==> src/rtl/assert_macros.svh <==
// assertion macros shared by the front, queue and back modules
`ifndef ASSERT_MACROS_SVH
`define ASSERT_MACROS_SVH

// property checked at every clk edge, off while rst_n is low
`define ASSERT_CLK(label, prop, msg) \
    label: assert property (@(posedge clk) disable iff (!rst_n) (prop)) \
        else $error(msg);

// condition that must never be true at a clk edge out of reset
`define ASSERT_NEVER(label, cond, msg) \
    label: assert property (@(posedge clk) disable iff (!rst_n) !(cond)) \
        else $error(msg);

`endif

==> src/rtl/jpdst_pkg.sv <==
// types, constants and the sine table function of the joint pd controller
package jpdst_pkg;

    localparam int JOINTS          = 32;
    localparam int JOINT_ADDR_BITS = $clog2(JOINTS);
    localparam int SINE_TABLE_BITS = 8;
    localparam int SINE_QBITS      = SINE_TABLE_BITS - 2;
    localparam int SINE_QUARTER    = 1 << SINE_QBITS;
    localparam int SINE_M_BITS     = SINE_QBITS + 1;

    localparam int QUEUE_DEPTH = 4;
    localparam int QPTR_BITS   = $clog2(QUEUE_DEPTH);
    localparam int QCOUNT_BITS = $clog2(QUEUE_DEPTH + 1);

    localparam logic [63:0] HALF_PI_Q30 = 64'd1686629713;

    localparam logic signed [31:0] TORQUE_MAX = 32'sh7FFF_FFFF;
    localparam logic signed [31:0] TORQUE_MIN = 32'sh8000_0000;

    // configuration register indexes
    localparam int CFG_INDEX_BITS = 3;
    localparam logic [CFG_INDEX_BITS-1:0] REG_P_GAIN          = 3'd0;
    localparam logic [CFG_INDEX_BITS-1:0] REG_D_GAIN_PER_STEP = 3'd1;
    localparam logic [CFG_INDEX_BITS-1:0] REG_PHASE_STEP      = 3'd2;
    localparam logic [CFG_INDEX_BITS-1:0] REG_AMPLITUDE       = 3'd3;
    localparam logic [CFG_INDEX_BITS-1:0] REG_DEADZONE        = 3'd4;

    localparam logic [23:0] P_GAIN_RESET          = 24'd51200;
    localparam logic [31:0] D_GAIN_PER_STEP_RESET = 32'd7680000;
    localparam logic [31:0] PHASE_STEP_RESET      = 32'd2147484;
    localparam logic [30:0] AMPLITUDE_RESET       = 31'd655360;
    localparam logic [14:0] DEADZONE_RESET        = 15'd6554;

    localparam logic ACTION_CAPTURE = 1'b0;
    localparam logic ACTION_CONTROL = 1'b1;

    typedef struct packed {
        logic               action;
        logic [4:0]         joint_index;
        logic signed [31:0] position;
        logic signed [15:0] axis_value;
    } sample_t;

    typedef struct packed {
        logic signed [31:0] torque;
        logic               saturated;
    } result_t;

    typedef struct packed {
        logic [23:0] p_gain;
        logic [31:0] d_gain_per_step;
        logic [31:0] phase_step;
        logic [30:0] amplitude;
        logic [14:0] deadzone;
    } cfg_t;

    typedef enum logic [1:0] {
        OP_NONE,
        OP_CAPTURE,
        OP_HOLD,
        OP_DRIVE
    } op_t;

    typedef struct packed {
        op_t                        op;
        logic [JOINT_ADDR_BITS-1:0] joint;
        logic signed [31:0]         position;
        logic [SINE_TABLE_BITS-1:0] sine_index;
    } qentry_t;

    // quarter-wave sine magnitude in q15, evaluated on constant arguments only
    function automatic logic [15:0] sine_mag(input int unsigned m);
        logic [63:0]        x;
        logic [63:0]        x2;
        logic [63:0]        term;
        logic [63:0]        prod;
        logic signed [63:0] acc;
        logic [63:0]        mag;
        int                 n;
        x    = (64'(m) * HALF_PI_Q30) >> SINE_QBITS;
        x2   = (x * x) >> 30;
        term = x;
        acc  = $signed(x);
        for (n = 1; n <= 7; n++)
        begin
            prod = (term * x2) >> 30;
            case (n)
                1:       term = prod / 64'd6;
                2:       term = prod / 64'd20;
                3:       term = prod / 64'd42;
                4:       term = prod / 64'd72;
                5:       term = prod / 64'd110;
                6:       term = prod / 64'd156;
                default: term = prod / 64'd210;
            endcase
            if (n[0])
                acc = acc - $signed(term);
            else
                acc = acc + $signed(term);
        end
        if (acc < 0)
            acc = '0;
        mag = ($unsigned(acc) + 64'd16384) >> 15;
        return mag[15:0];
    endfunction

endpackage

==> src/rtl/jpdst_queue.sv <==
// short queue of classified items between front and back
`include "assert_macros.svh"

module jpdst_queue import jpdst_pkg::*; (
    input  logic    clk,
    input  logic    rst_n,
    input  logic    push,
    input  qentry_t push_entry,
    output logic    full,
    input  logic    pop,
    output qentry_t head,
    output logic    head_valid
);

    qentry_t                slot_reg [QUEUE_DEPTH];
    logic [QPTR_BITS-1:0]   wr_ptr_reg;
    logic [QPTR_BITS-1:0]   wr_ptr_next;
    logic [QPTR_BITS-1:0]   rd_ptr_reg;
    logic [QPTR_BITS-1:0]   rd_ptr_next;
    logic [QCOUNT_BITS-1:0] count_reg;
    logic [QCOUNT_BITS-1:0] count_next;
    logic                   push_ok;

    assign full       = count_reg == QCOUNT_BITS'(QUEUE_DEPTH);
    assign head_valid = count_reg != '0;
    assign head       = slot_reg[rd_ptr_reg];
    assign push_ok    = push && !full;

    assign wr_ptr_next = (wr_ptr_reg == QPTR_BITS'(QUEUE_DEPTH - 1)) ? '0 : wr_ptr_reg + 1'b1;
    assign rd_ptr_next = (rd_ptr_reg == QPTR_BITS'(QUEUE_DEPTH - 1)) ? '0 : rd_ptr_reg + 1'b1;

    always_comb
    begin
        case ({push_ok, pop})
            2'b10:   count_next = count_reg + 1'b1;
            2'b01:   count_next = count_reg - 1'b1;
            default: count_next = count_reg;
        endcase
    end

    always_ff @(posedge clk or negedge rst_n)
    begin
        if (!rst_n)
        begin
            wr_ptr_reg <= '0;
            rd_ptr_reg <= '0;
            count_reg  <= '0;
        end
        else
        begin
            count_reg <= count_next;
            if (push_ok)
                wr_ptr_reg <= wr_ptr_next;
            if (pop)
                rd_ptr_reg <= rd_ptr_next;
        end
    end

    always_ff @(posedge clk)
    begin
        if (push_ok)
            slot_reg[wr_ptr_reg] <= push_entry;
    end

    `ASSERT_NEVER(a_pop_empty, pop && count_reg == '0, "queue popped while empty")
    `ASSERT_CLK(a_count_bound, count_reg <= QCOUNT_BITS'(QUEUE_DEPTH),
        "queue count beyond depth")

endmodule

==> config.mk <==
export PLATFORM = sky130hd
export DESIGN_NAME = jpdst_queue
export DESIGN_NICKNAME = d
export VERILOG_FILES = /design/src/rtl/jpdst_pkg.sv /design/src/rtl/jpdst_queue.sv
export VERILOG_INCLUDE_DIRS = /design/src /design/src/rtl
export SDC_FILE = /design/constraint.sdc
export NUM_CORES = 1
export LEC_CHECK = 0
export ABC_AREA = 1
export BUFFER_PORTS_ARGS = -buffer_cell sky130_fd_sc_hd__buf_2
export CORE_AREA = 2 2 188 116
export CTS_BUF_LIST = sky130_fd_sc_hd__clkbuf_2 sky130_fd_sc_hd__clkbuf_4 sky130_fd_sc_hd__clkbuf_8
export CTS_CLUSTER_SIZE = 10
export DETAILED_ROUTE_END_ITERATION = 10
export DIE_AREA = 0 0 190 118
export HOLD_SLACK_MARGIN = 0.15
export PLACE_DENSITY = 0.54
export SLEW_MARGIN = 20
export SYNTH_ARGS = -nofsm -noshare
export SYNTH_HDL_FRONTEND = slang
export SYNTH_SLANG_ARGS = --single-unit
==> constraint.sdc <==
create_clock -name clk -period 3.8 [get_ports clk]
set_input_delay 0.38 -clock clk [delete_from_list [all_inputs] [get_ports clk]]
set_output_delay 0.38 -clock clk [all_outputs]
set_load 0.02 [all_outputs]
==> flow_summary_export.csv <==
group,metric,value,unit
outcome,status,"finished clean",
clock_network,cts.clk_slew.worst_paths,0.10,ns
die,die_w,190,um
worst_setup_path,cp_max_fo,27,
synthesis,synth_seq_area_share,71.3,%
timing,fin_crit_sh,70.7,%
pwr,power.density,714,nW/um^2
timing,clock_skew,0.0160,ns
synthesis,yosys.area_share.simple,7.69,%
global_route,grt_pass1_wl,25800,um
cells_and_area,stdcell_area,9800,sq um
min_path,hold_depth,1,
placed_design,place_hpwl,10000,um
route,ant_nets,0,
cells_and_area,layout_commonest_cell,"edfxtp_1",
clock_network,post_cts_buffers,0,
pwr,power_frac_comb,39.3,%
route,drt_iter0_drc,244,
worst_setup_path,r2r_slack,1.58,ns
global_route,antenna_found_initial,0,
cells_and_area,antenna_cells,0,
run,maxCapViolations,0,
timing,finalHoldViolCount,0,
pwr,p_seq_share,42.1,%
cells_and_area,areaGrowthSynthToFinish,19.9,%
pwr,clockPowerShare,18.6,%
clock_network,clock-sinks,195,
synthesis,synth_compound_area_share,11.8,%
route,drt_first_pass_iters,4,
clock_network,cts_made_buffers,17,
route,vias,4879,
clock_network,htree_levels,4,
pwr,power_switching,0.00279,W
worst_setup_path,cp.required,3.42,ns
placed_design,place_ws,1.58,ns
timing,fmax,372,MHz
worst_setup_path,cp_data_arrival_time,2.31,ns
clock_network,worstSkewPairLatency,0.47,ns
synthesis,synth-seq-cells,195,
route,wl_per_cell,16.1,um
cells_and_area,largest_reg_flops,188,
placed_design,io_buffers,99,
pwr,p_leak,3.99,nW
timing,tightest_slew,0.804,ns
worst_setup_path,worstSetupPathType,"register to primary output",
synthesis,ys_types,20,
worst_setup_path,cp-start-kind,"register",
worst_setup_path,cp-end-kind,"primary output",
route,wl,16700,um
synthesis,synth.net_count,662,
synthesis,synth_fa_ha_area_share,1.16,%
placed_design,gp_congestion,0.763,
clock_network,cts-root-buf,"clkbuf_8",
worst_setup_path,crit-reg2reg-launch,"count_reg[0]$_DFFE_PN0P_",
timing,final-setup-viol-count,0,
die,io_pins,100,
worst_setup_path,crit_start,"rd_ptr_reg[1]$_DFFE_PN0P_",
clock_network,tritoncts,"built",
global_route,grt_max_degree,70,
synthesis,syn_area_per_cell,13.5,sq um
synthesis,synth_xor_area_share,0.107,%
global_route,grt_overflow,0,
timing,fin_ws,1.11,ns
pwr,ir_drop,0.412,mV
worst_setup_path,r2r-end,"slot_reg[3][20]$_DFFE_PP_",
synthesis,synth_cells,604,
cells_and_area,finalNetCount,807,
timing,maxSlewViolCount,0,
die,die_h,118,um
placed_design,placed_area,8940,sq um
clock_network,clock_path_buffers,2,
cells_and_area,drive_above_1_share,26.0,%
global_route,grt_util_all_layers,15.3,%
global_route,grt_pass1_vias,4788,
cells_and_area,layout_common_cells,"edfxtp_1 (188), nand2_1 (153), inv_1 (105)",
die,core_area,20700,sq um
pwr,swShare,39.9,%
synthesis,syn_area,8170,sq um
worst_setup_path,r2r_cells,5,
pwr,p_int,0.00420,W
die,start_util,39.5,%
min_path,hold_class,"input pin to register",
die,num_rows,41,
die,die_area,22400,sq um
synthesis,yosysWarnings,0,
timing,slew-limit-headroom,46.4,%
synthesis,synth_top_family_by_area,"compound AO/OA/AOI/OAI gates",
synthesis,synthMuxAreaShare,0,%
route,viasPerCell,4.69,
route,post-route-drc-count,0,
worst_setup_path,worstSetupEndpoint,"head[4]",
timing,layout_min_cycle_time,2.69,ns
timing,fin_setup_tns,0,ns
timing,rsz0062_at_grt,"false",
## cells in the mapped netlist, drive strengths merged
master,n,area (sq um)
ha,6,75.1
clkbuf,2,11.3
nand3,5,25.0
o211ai,94,951
inv,109,409
dfrtp,7,175
xnor2,1,8.76
edfxtp,188,5650
nand4,1,6.26
buf,28,229
o21ai,3,15.0
fa,1,20.0
nor2,6,22.5
nand2,153,574
## per-layer routing
layer	GRT usage, %	vias up	routed length, um
met1	20.2	2374	8120
met4	3.97	0	160
li1	-	2385	-
met3	4.77	15	943
met2	24.5	105	7530
met5	0	-	0
## power by group through the flow
stage	registers, W	logic [W]	clock network [W]
final	0.00294	0.00275	0.00130
after CTS	0.00294	0.00281	0.00135
after global routing	0.00297	0.00302	0.00142
after detailed placement	0.00299	0.00276	0
after global placement	0.00297	0.00271	0
after floorplan	0.00299	0.00194	0
## area by class of cell
cell class | count | area [sq um]
Clock buffer | 17 | 234
Clock inverter | 15 | 144
Fill cell | 1831 | 10900
Inverter | 109 | 414
Multi-Input combinational cell | 270 | 1730
Sequential cell | 195 | 5820
Tap cell | 279 | 349
Timing Repair Buffer | 156 | 1110
## cells by family (layout without fill, tap and decap cells)
| logic type | Yosys count | count (layout) |
|---|---|---|
| AO/OA/AOI/OAI | 97 | 97 |
| adder cells (fa/ha/maj) | 7 | 7 |
| AND/OR/NAND/NOR | 165 | 165 |
| flip-flops | 195 | 195 |
| XOR/XNOR | 1 | 1 |
| buffers and inverters | 139 | 297 |
## worst min path at each step
stage                  startpoint                        to  slack [ns]
finish              push_entry[6]  slot_reg[0][6]$_DFFE_PP_        0.20
global route        push_entry[6]  slot_reg[3][6]$_DFFE_PP_        0.16
CTS                 push_entry[6]  slot_reg[1][6]$_DFFE_PP_        0.15
detailed placement          rst_n  count_reg[0]$_DFFE_PN0P_        0.23
global placement            rst_n  count_reg[1]$_DFFE_PN0P_        0.22
floorplan                   rst_n  count_reg[0]$_DFFE_PN0P_        0.08
## critical path: stages, from the launching register on
cell,delay (ns)
dfrtp_2,0.43
inv_2,0.49
buf_4,0.48
o211ai_2,0.14
nand2_1,0.12
buf_2,0.18
## what timing repair did
item / CTS / global route
gates resized for setup: 0 / 0
setup endpoints to repair: 0 / 0
hold buffers: 48 / 0
endpoints found under the hold margin: 193 / 0
## through the flow
step	util, %	total power [W]	instances	hold WS [ns]
floorplan	-	0.00493	604	0.0844
global placement	43.2	0.00568	961	0.219
detailed placement	43.2	0.00575	961	0.226
CTS	47.4	0.00710	1041	0.152
global route	47.4	0.00741	1041	0.158
finish	47.4	0.00699	1041	0.197
No activity file was read; power rests on OpenSTA's default activity.
