[config.mk]
export PLATFORM = sky130hd
export DESIGN_NAME = jpdst_front
export DESIGN_NICKNAME = d
export VERILOG_FILES = /design/src/rtl/jpdst_pkg.sv /design/src/rtl/jpdst_front.sv
export VERILOG_INCLUDE_DIRS = /design/src /design/src/rtl
export SDC_FILE = /design/constraint.sdc
export NUM_CORES = 1
export LEC_CHECK = 0
export BUFFER_PORTS_ARGS = -buffer_cell sky130_fd_sc_hd__buf_2
export CORE_ASPECT_RATIO = 0.7
export CORE_MARGIN = 4
export CORE_UTILIZATION = 35
export CTS_BUF_LIST = sky130_fd_sc_hd__clkbuf_4 sky130_fd_sc_hd__clkbuf_8
export DETAILED_ROUTE_END_ITERATION = 8
export GPL_TIMING_DRIVEN = 0
export HOLD_SLACK_MARGIN = 0.06
export PLACE_DENSITY = 0.67
export REMOVE_ABC_BUFFERS = 1
export SYNTH_ARGS = -nofsm -noshare
export SYNTH_HDL_FRONTEND = slang
export SYNTH_SLANG_ARGS = --single-unit
[constraint.sdc]
create_clock -name clk -period 6.6 [get_ports clk]
set_clock_uncertainty 0.2 [all_clocks]
set_input_delay 0.99 -clock clk [delete_from_list [all_inputs] [get_ports clk]]
set_output_delay 0.99 -clock clk [all_outputs]
set_load 0.005 [all_outputs]
[src/rtl/assert_macros.svh]
// assertion macros shared by the front, queue and back modules
`ifndef ASSERT_MACROS_SVH
`define ASSERT_MACROS_SVH

// property checked at every clk edge, off while rst_n is low
`define ASSERT_CLK(label, prop, msg) \
    label: assert property (@(posedge clk) disable iff (!rst_n) (prop)) \
        else $error(msg);

// condition that must never be true at a clk edge out of reset
`define ASSERT_NEVER(label, cond, msg) \
    label: assert property (@(posedge clk) disable iff (!rst_n) !(cond)) \
        else $error(msg);

`endif

[src/rtl/jpdst_pkg.sv]
// types, constants and the sine table function of the joint pd controller
package jpdst_pkg;

    localparam int JOINTS          = 32;
    localparam int JOINT_ADDR_BITS = $clog2(JOINTS);
    localparam int SINE_TABLE_BITS = 8;
    localparam int SINE_QBITS      = SINE_TABLE_BITS - 2;
    localparam int SINE_QUARTER    = 1 << SINE_QBITS;
    localparam int SINE_M_BITS     = SINE_QBITS + 1;

    localparam int QUEUE_DEPTH = 4;
    localparam int QPTR_BITS   = $clog2(QUEUE_DEPTH);
    localparam int QCOUNT_BITS = $clog2(QUEUE_DEPTH + 1);

    localparam logic [63:0] HALF_PI_Q30 = 64'd1686629713;

    localparam logic signed [31:0] TORQUE_MAX = 32'sh7FFF_FFFF;
    localparam logic signed [31:0] TORQUE_MIN = 32'sh8000_0000;

    // configuration register indexes
    localparam int CFG_INDEX_BITS = 3;
    localparam logic [CFG_INDEX_BITS-1:0] REG_P_GAIN          = 3'd0;
    localparam logic [CFG_INDEX_BITS-1:0] REG_D_GAIN_PER_STEP = 3'd1;
    localparam logic [CFG_INDEX_BITS-1:0] REG_PHASE_STEP      = 3'd2;
    localparam logic [CFG_INDEX_BITS-1:0] REG_AMPLITUDE       = 3'd3;
    localparam logic [CFG_INDEX_BITS-1:0] REG_DEADZONE        = 3'd4;

    localparam logic [23:0] P_GAIN_RESET          = 24'd51200;
    localparam logic [31:0] D_GAIN_PER_STEP_RESET = 32'd7680000;
    localparam logic [31:0] PHASE_STEP_RESET      = 32'd2147484;
    localparam logic [30:0] AMPLITUDE_RESET       = 31'd655360;
    localparam logic [14:0] DEADZONE_RESET        = 15'd6554;

    localparam logic ACTION_CAPTURE = 1'b0;
    localparam logic ACTION_CONTROL = 1'b1;

    typedef struct packed {
        logic               action;
        logic [4:0]         joint_index;
        logic signed [31:0] position;
        logic signed [15:0] axis_value;
    } sample_t;

    typedef struct packed {
        logic signed [31:0] torque;
        logic               saturated;
    } result_t;

    typedef struct packed {
        logic [23:0] p_gain;
        logic [31:0] d_gain_per_step;
        logic [31:0] phase_step;
        logic [30:0] amplitude;
        logic [14:0] deadzone;
    } cfg_t;

    typedef enum logic [1:0] {
        OP_NONE,
        OP_CAPTURE,
        OP_HOLD,
        OP_DRIVE
    } op_t;

    typedef struct packed {
        op_t                        op;
        logic [JOINT_ADDR_BITS-1:0] joint;
        logic signed [31:0]         position;
        logic [SINE_TABLE_BITS-1:0] sine_index;
    } qentry_t;

    // quarter-wave sine magnitude in q15, evaluated on constant arguments only
    function automatic logic [15:0] sine_mag(input int unsigned m);
        logic [63:0]        x;
        logic [63:0]        x2;
        logic [63:0]        term;
        logic [63:0]        prod;
        logic signed [63:0] acc;
        logic [63:0]        mag;
        int                 n;
        x    = (64'(m) * HALF_PI_Q30) >> SINE_QBITS;
        x2   = (x * x) >> 30;
        term = x;
        acc  = $signed(x);
        for (n = 1; n <= 7; n++)
        begin
            prod = (term * x2) >> 30;
            case (n)
                1:       term = prod / 64'd6;
                2:       term = prod / 64'd20;
                3:       term = prod / 64'd42;
                4:       term = prod / 64'd72;
                5:       term = prod / 64'd110;
                6:       term = prod / 64'd156;
                default: term = prod / 64'd210;
            endcase
            if (n[0])
                acc = acc - $signed(term);
            else
                acc = acc + $signed(term);
        end
        if (acc < 0)
            acc = '0;
        mag = ($unsigned(acc) + 64'd16384) >> 15;
        return mag[15:0];
    endfunction

endpackage

[src/rtl/jpdst_front.sv]
// front end: takes samples, classifies them and advances the sine phase
`include "assert_macros.svh"

module jpdst_front import jpdst_pkg::*; (
    input  logic    clk,
    input  logic    rst_n,
    input  cfg_t    cfg,
    input  logic    sample_valid,
    input  sample_t sample,
    output logic    sample_stall,
    input  logic    queue_full,
    output logic    push,
    output qentry_t push_entry
);

    logic [31:0]        phase_reg;
    logic [31:0]        phase_next;
    logic               in_range;
    logic signed [16:0] axis_ext;
    logic [16:0]        axis_mag;
    logic               active;
    op_t                op;

    assign sample_stall = queue_full;
    assign push         = sample_valid && !queue_full;

    assign in_range   = 32'(sample.joint_index) < 32'(JOINTS);
    assign axis_ext   = {sample.axis_value[15], sample.axis_value};
    assign axis_mag   = axis_ext[16] ? $unsigned(-axis_ext) : $unsigned(axis_ext);
    assign active     = axis_mag > {2'b00, cfg.deadzone};
    assign phase_next = phase_reg + cfg.phase_step;

    always_comb
    begin
        if (!in_range)
            op = OP_NONE;
        else if (sample.action == ACTION_CAPTURE)
            op = OP_CAPTURE;
        else if (sample.joint_index == 5'd0)
            op = active ? OP_DRIVE : OP_NONE;
        else
            op = OP_HOLD;
    end

    always_comb
    begin
        push_entry.op         = op;
        push_entry.joint      = JOINT_ADDR_BITS'(sample.joint_index);
        push_entry.position   = sample.position;
        push_entry.sine_index = phase_next[31 -: SINE_TABLE_BITS];
    end

    // phase moves only on an accepted, active driven-joint item
    always_ff @(posedge clk or negedge rst_n)
    begin
        if (!rst_n)
            phase_reg <= '0;
        else if (push && op == OP_DRIVE)
            phase_reg <= phase_next;
    end

    `ASSERT_CLK(a_phase_only_on_drive, !(push && op == OP_DRIVE) |=> $stable(phase_reg),
        "phase moved without a driven item")

endmodule

==> impl_metrics.toml, run 1 <==
[logic_synthesis]
synth_seq_area_share = 0.195
ys_ff_latch = 32
synth_edf_count = 0
synth_top_family_by_area = "compound AO/OA/AOI/OAI gates"
synth-compound-area-share = 0.227
synth_mux_area_frac = 0.0332
synth_area_um2 = 4100
synthArstFlopShare = 1.00
synth-warning-count = 0
synthCells = 508
netlist-cell-type-count = 70
synthSimpleGateAreaFrac = 0.181
synth_xor_area_frac = 0.0887
ys.flop_type = "dfrtp_1"
synth-adder-area-share = 0.148
avgSynthCellArea_um2 = 8.08

[sta]
worstMarginPinSlew_ns = 0.767
fin_hold_ws_ns = 0.285
rsz0062_at_grt = "no"
maxSlewHeadroom = 0.489
setup_viol = 0
fin_tns_setup_ns = 0
fin_crit_ns = 5.24
fmax_mhz = 191
finalMaxSlewViolations = 0
finalHoldViolCount = 0
min_period_over_period = 0.793

[worst_hold_path]
hold_path_class = "flop to flop"

[floorplan]
io_pins = 241
core_area_um2 = 11300
die_area_um2 = 13500
die_w_um = 137
start_util = 0.365
row_count = 32
fp.dieH_um = 98.6

[outcome]
status = "completed"

[clock_network]
cts_hold_buf = 0
clk_pin_slew_ns = 0.07
post_cts_resized = 0
cts_root_buffer = "clkbuf_8"
cts_buffers = 5
clk_latency_ns = 0.29
tritoncts = "yes"
htree_levels = 2
cts_setup_buffers = 0
cts_num_sinks = 32
clock_path_buffers = 2

[power]
ir_worst_vdd_uv = 64.2
p_switching_mw = 0.212
switching_share = 0.346
power_mw = 0.612
clockPowerShare = 0.284
p_comb_frac = 0.372
seq_power_share = 0.344
cell_internal_pwr_mw = 0.400
p_per_area_nw_per_um2 = 137
cellLeakagePower_nw = 2.17

[route]
wire_per_inst_um = 20.5
ant_nets = 0
vias = 3822
dr.first_iter.drc_count = 230
via_per_inst = 5.47
drt-total-wl_um = 14400
drt_drc_violations_left = 0
drt_pre_antenna_iters = 5

[placed_design]
place.gp.congestion = 0.916
place_hpwl_um = 12400
port_buffers = 89
placed_area_um2 = 4360

[setup_path]
critPathSlowestCell = "or4b_1"
critPathMostFrequentCell = "nand4_1"
worst-path-max-fanout = 38
start_kind = "primary input"
path_cells = "buf_2 -> or2_1 -> or4b_1 -> or2_2 -> o31a_1 -> xor2_1 -> ha_1 -> nand4_1 -> nor2_1 -> nand4_1 -> a41oi_1 -> o21a_2 -> buf_12 -> nor4_1 -> mux2_4 -> or4_1"
cp-end-kind = "flop"
cp.arrival_ns = 5.20
path_class = "primary input to flop"
cp_num_buf_inv = 2
path_delay_family = "simple AND/OR/NAND/NOR gates"
worst_path_largest_cell_delay_ns = 0.56
cp.required_ns = 6.57

[grt]
grt_pass1_wl_um = 20500
grt_start_max_net_pins = 39
antenna_found_initial = 0
grt_pass1_vias = 3566
grt_usage = 0.203
globalRouteOverflowTotal = 0

[finish]
syn_to_final_growth_pct = 8.66
antennaDiodeCount = 0
drive_above_1_share = 0.225
nets = 785
largest_reg_flops = 32
fin_area_um2 = 4460
final_common_cell = "buf_2"
nFillCells = 1167
final_cell_mix = "buf_2, nand2_1, ha_1, o21ai_0"

[flow_run]
max_cap_violations = 0
[power by group through the flow]
| stage | sequential, mW | combinational [mW] | clock (mW) |
|---|---|---|---|
| floorplan | 0.213 | 0.150 | 0 |
| global placement | 0.214 | 0.220 | 0 |
| detailed placement | 0.214 | 0.226 | 0 |
| CTS | 0.210 | 0.228 | 0.180 |
| global route | 0.212 | 0.257 | 0.187 |
| finish | 0.210 | 0.228 | 0.174 |
[cell families after synthesis]
group / count (synthesis)
AO/OA/AOI/OAI: 141
flip-flops: 32
AND/OR/NAND/NOR: 143
XOR/XNOR: 40
adder cells (fa/ha/maj): 48
multiplexers: 12
buffers and inverters: 92
[final timing paths]
kind                                    start       endpoint  slack, ns  cells after the start
min in group asynchronous               rst_n  phase_reg[28]       0.56                      1
worst max register to register  phase_reg[16]  phase_reg[30]       3.46                      9
worst min-delay path            phase_reg[10]  phase_reg[10]       0.29                      2
worst min register to register  phase_reg[10]  phase_reg[10]       0.29                      2
worst max-delay path                sample[0]  phase_reg[31]       1.36                     16
max in group asynchronous               rst_n  phase_reg[21]       5.14                      1
[layer usage]
| layer | global-route usage | vias up | routed length, µm |
|---|---|---|---|
| li1 | - | 1855 | - |
| met1 | 0.237 | 1751 | 5830 |
| met2 | 0.304 | 185 | 5910 |
| met3 | 0.113 | 27 | 1940 |
| met4 | 0.0805 | 4 | 576 |
| met5 | 0.0593 | - | 112 |
[worst min-delay path, stage by stage (launching register included)]
cell and delay (ns):
dfrtp_1 0.35, nand2_1 0.05, o21ai_0 0.06
[stage by stage]
stage	cells	setup WS, ns	utilization
final	699	1.36	0.396
after global routing	699	1.21	0.396
after CTS	699	1.36	0.396
after detailed placement	691	1.05	0.388
after global placement	690	0.231	0.386
after floorplan	448	1.08	-
[cell usage after synthesis, drive strengths merged (8+ instances only)]
master  count  area (µm²)
xor2       14         123
inv        32         120
xnor2      25         219
o21ai      41         205
nand3       8        40.0
ha         47         588
dfrtp      32         801
clkbuf     11        42.5
nor2       25        93.8
mux2       10         116
buf        49         358
o21a        8        60.1
a21oi      31         155
nand2      48         183
[area by class of cell]
class | count | area (µm²) | area share
multi-input cells | 384 | 2780 | 0.624
flip-flops and latches | 32 | 801 | 0.180
repair buffers | 90 | 465 | 0.104
well taps | 153 | 191 | 0.0429
inverters | 32 | 120 | 0.0269
clock buffers | 8 | 97.6 | 0.0219
Note: power is estimated with default switching activity, not from simulation.
==> run 2: changes to the inputs <==
--- a/config.mk
+++ b/config.mk
@@ -14,7 +14,7 @@
 export DETAILED_ROUTE_END_ITERATION = 8
 export GPL_TIMING_DRIVEN = 0
 export HOLD_SLACK_MARGIN = 0.06
-export PLACE_DENSITY = 0.67
+export PLACE_DENSITY = 0.69
 export REMOVE_ABC_BUFFERS = 1
 export SYNTH_ARGS = -nofsm -noshare
 export SYNTH_HDL_FRONTEND = slang
==> constraint.sdc (replaced) <==
create_clock -name clk -period 4.7 [get_ports clk]
set_clock_uncertainty 0.2 [all_clocks]
set_input_delay 0.705 -clock clk [delete_from_list [all_inputs] [get_ports clk]]
set_output_delay 0.705 -clock clk [all_outputs]
set_load 0.005 [all_outputs]
==> run 2 against run 1 <==
  * Sequential power up 40%
  * Critical path depth shrank 1
  * Final area rose by 3.1%
  * Critical path type is now primary input to output port
  * Critical endpoint is now push_entry[45]
  * Highest routed layer unchanged
==> impl_metrics.toml, run 2 (synthesized netlist as in run 1, its figures left out) <==
[outcome]
status = "completed"

[clock_network]
clk_pin_slew_ns = 0.07
clk_latency_ns = 0.28
cts_root_buffer = "clkbuf_8"
cts_buffers = 5
htree_levels = 2
cts_hold_buf = 0
tritoncts = "yes"
cts_num_sinks = 32
clock_path_buffers = 2

[sta]
fin_crit_ns = 4.54
fmax_mhz = 220
maxSlewHeadroom = 0.465
setup_ws_ns = 0.155
min_period_over_period = 0.967
worstMarginPinSlew_ns = 0.802
setup_viol = 0
fin_hold_ws_ns = 0.286
finalHoldViolCount = 0
finalMaxSlewViolations = 0
rsz0062_at_grt = "no"

[route]
vias = 3791
via_per_inst = 5.38
drt-total-wl_um = 14300
ant_nets = 0
wire_per_inst_um = 20.2
drt_pre_antenna_iters = 5
drt_drc_violations_left = 0
dr.first_iter.drc_count = 252

[grt]
grt_usage = 0.203
antenna_found_initial = 0
globalRouteOverflowTotal = 0
grt_pass1_wl_um = 20900
grt_pass1_vias = 3615
grt_start_max_net_pins = 33

[floorplan]
die_area_um2 = 13500
start_util = 0.365
fp.dieH_um = 98.6
core_area_um2 = 11300
io_pins = 241
die_w_um = 137
row_count = 32

[finish]
nFillCells = 1150
antennaDiodeCount = 0
fin_util = 0.408
syn_to_final_growth_pct = 12.0
final_common_cell = "buf_2"
drive_above_1_share = 0.246
nets = 792
largest_reg_flops = 32
final_cell_mix = "buf_2, nand2_1, ha_1, o21ai_0"

[setup_path]
r2r_start = "phase_reg[4]"
critPathSlowestCell = "or4b_4"
path_class = "primary input to output port"
startpoint = "sample[0]"
r2r_end = "phase_reg[25]"
rrSetupSlack_ns = 1.51
path_delay_family = "simple AND/OR/NAND/NOR gates"
worst-path-max-fanout = 4
critPathMostFrequentCell = "buf_2"
cp_num_buf_inv = 3
cp.required_ns = 3.80
path_cells = "buf_2 -> or2_1 -> or4b_4 -> or2_4 -> o31a_1 -> xor2_1 -> ha_1 -> nand4_1 -> nor2_2 -> buf_4 -> o21ai_2 -> nand2b_1 -> a2bb2oi_2 -> o31ai_1 -> buf_2"
cp-end-kind = "output port"
rr_worst_depth = 9
cp.arrival_ns = 3.64
worst_path_largest_cell_delay_ns = 0.53
crit_path_end = "push_entry[45]"
start_kind = "primary input"
crit_cells = 15

[placed_design]
pre_cts_slack_ns = -0.535
place_hpwl_um = 11700
port_buffers = 89
place.gp.congestion = 0.902

[power]
power_mw = 0.864
p_per_area_nw_per_um2 = 188
seq_power_share = 0.342
cell_internal_pwr_mw = 0.564
p_switching_mw = 0.300
p_comb_frac = 0.379
clockPowerShare = 0.279
switching_share = 0.347
ir_worst_vdd_uv = 103
cellLeakagePower_nw = 2.23

[worst_hold_path]
hold_path_class = "flop to flop"
holdPathStages = 2

[flow_run]
max_cap_violations = 0
[run 2: worst min-delay path by stage]
| stage | slack, ns | startpoint | endpoint |
|---|---|---|---|
| 3_5_place_dp | 0.28 | phase_reg[11] | phase_reg[11] |
| 3_3_place_gp | 0.27 | phase_reg[18] | phase_reg[18] |
| 5_1_grt | 0.32 | phase_reg[6] | phase_reg[6] |
| 6_report | 0.29 | phase_reg[4] | phase_reg[4] |
| 2_1_floorplan | 0.21 | rst_n | phase_reg[0] |
| 4_1_cts | 0.29 | phase_reg[11] | phase_reg[11] |
[run 2: worst min-delay path, stage by stage, from the launching register on]
cell and delay (ns):
dfrtp_1 0.35, nand2_1 0.04, o21ai_0 0.06
[run 2: stage by stage]
step,TNS [ns],cell area [µm²],instances
after floorplan,-0.995,3700,448
after global placement,-27.51,4340,690
final,0,4590,705
after CTS,0,4520,701
after detailed placement,-0.798,4360,691
after global routing,0,4590,705
[run 2: metal layers]
metal	global-route usage	routed length (µm)	vias up
met5	0.0148	32	-
met4	0.0790	609	2
met3	0.0765	1490	20
met2	0.306	6060	160
met1	0.261	6080	1734
li1	-	-	1875
[run 2: final cells by class]
class | instances | area [µm²] | area share
well taps | 153 | 191 | 0.0417
inverters | 32 | 120 | 0.0261
clock buffers | 7 | 96.3 | 0.0210
flip-flops and latches | 32 | 801 | 0.174
multi-input cells | 385 | 2830 | 0.617
repair buffers | 96 | 553 | 0.120
[run 2: power groups by stage]
stage / Sequential [mW] / Clock, mW / Combinational, mW
after global placement: 0.300 / 0 / 0.309
final: 0.295 / 0.241 / 0.328
after floorplan: 0.299 / 0 / 0.210
after global routing: 0.297 / 0.259 / 0.368
after CTS: 0.295 / 0.248 / 0.321
after detailed placement: 0.301 / 0 / 0.318
[run 2: repair_timing]
action,in CTS,in global routing
pin swaps,1,3
hold endpoints to repair,0,0
setup buffers,1,3
cloned,2,1
gates resized for setup,4,8
endpoints found under the setup margin,1,3
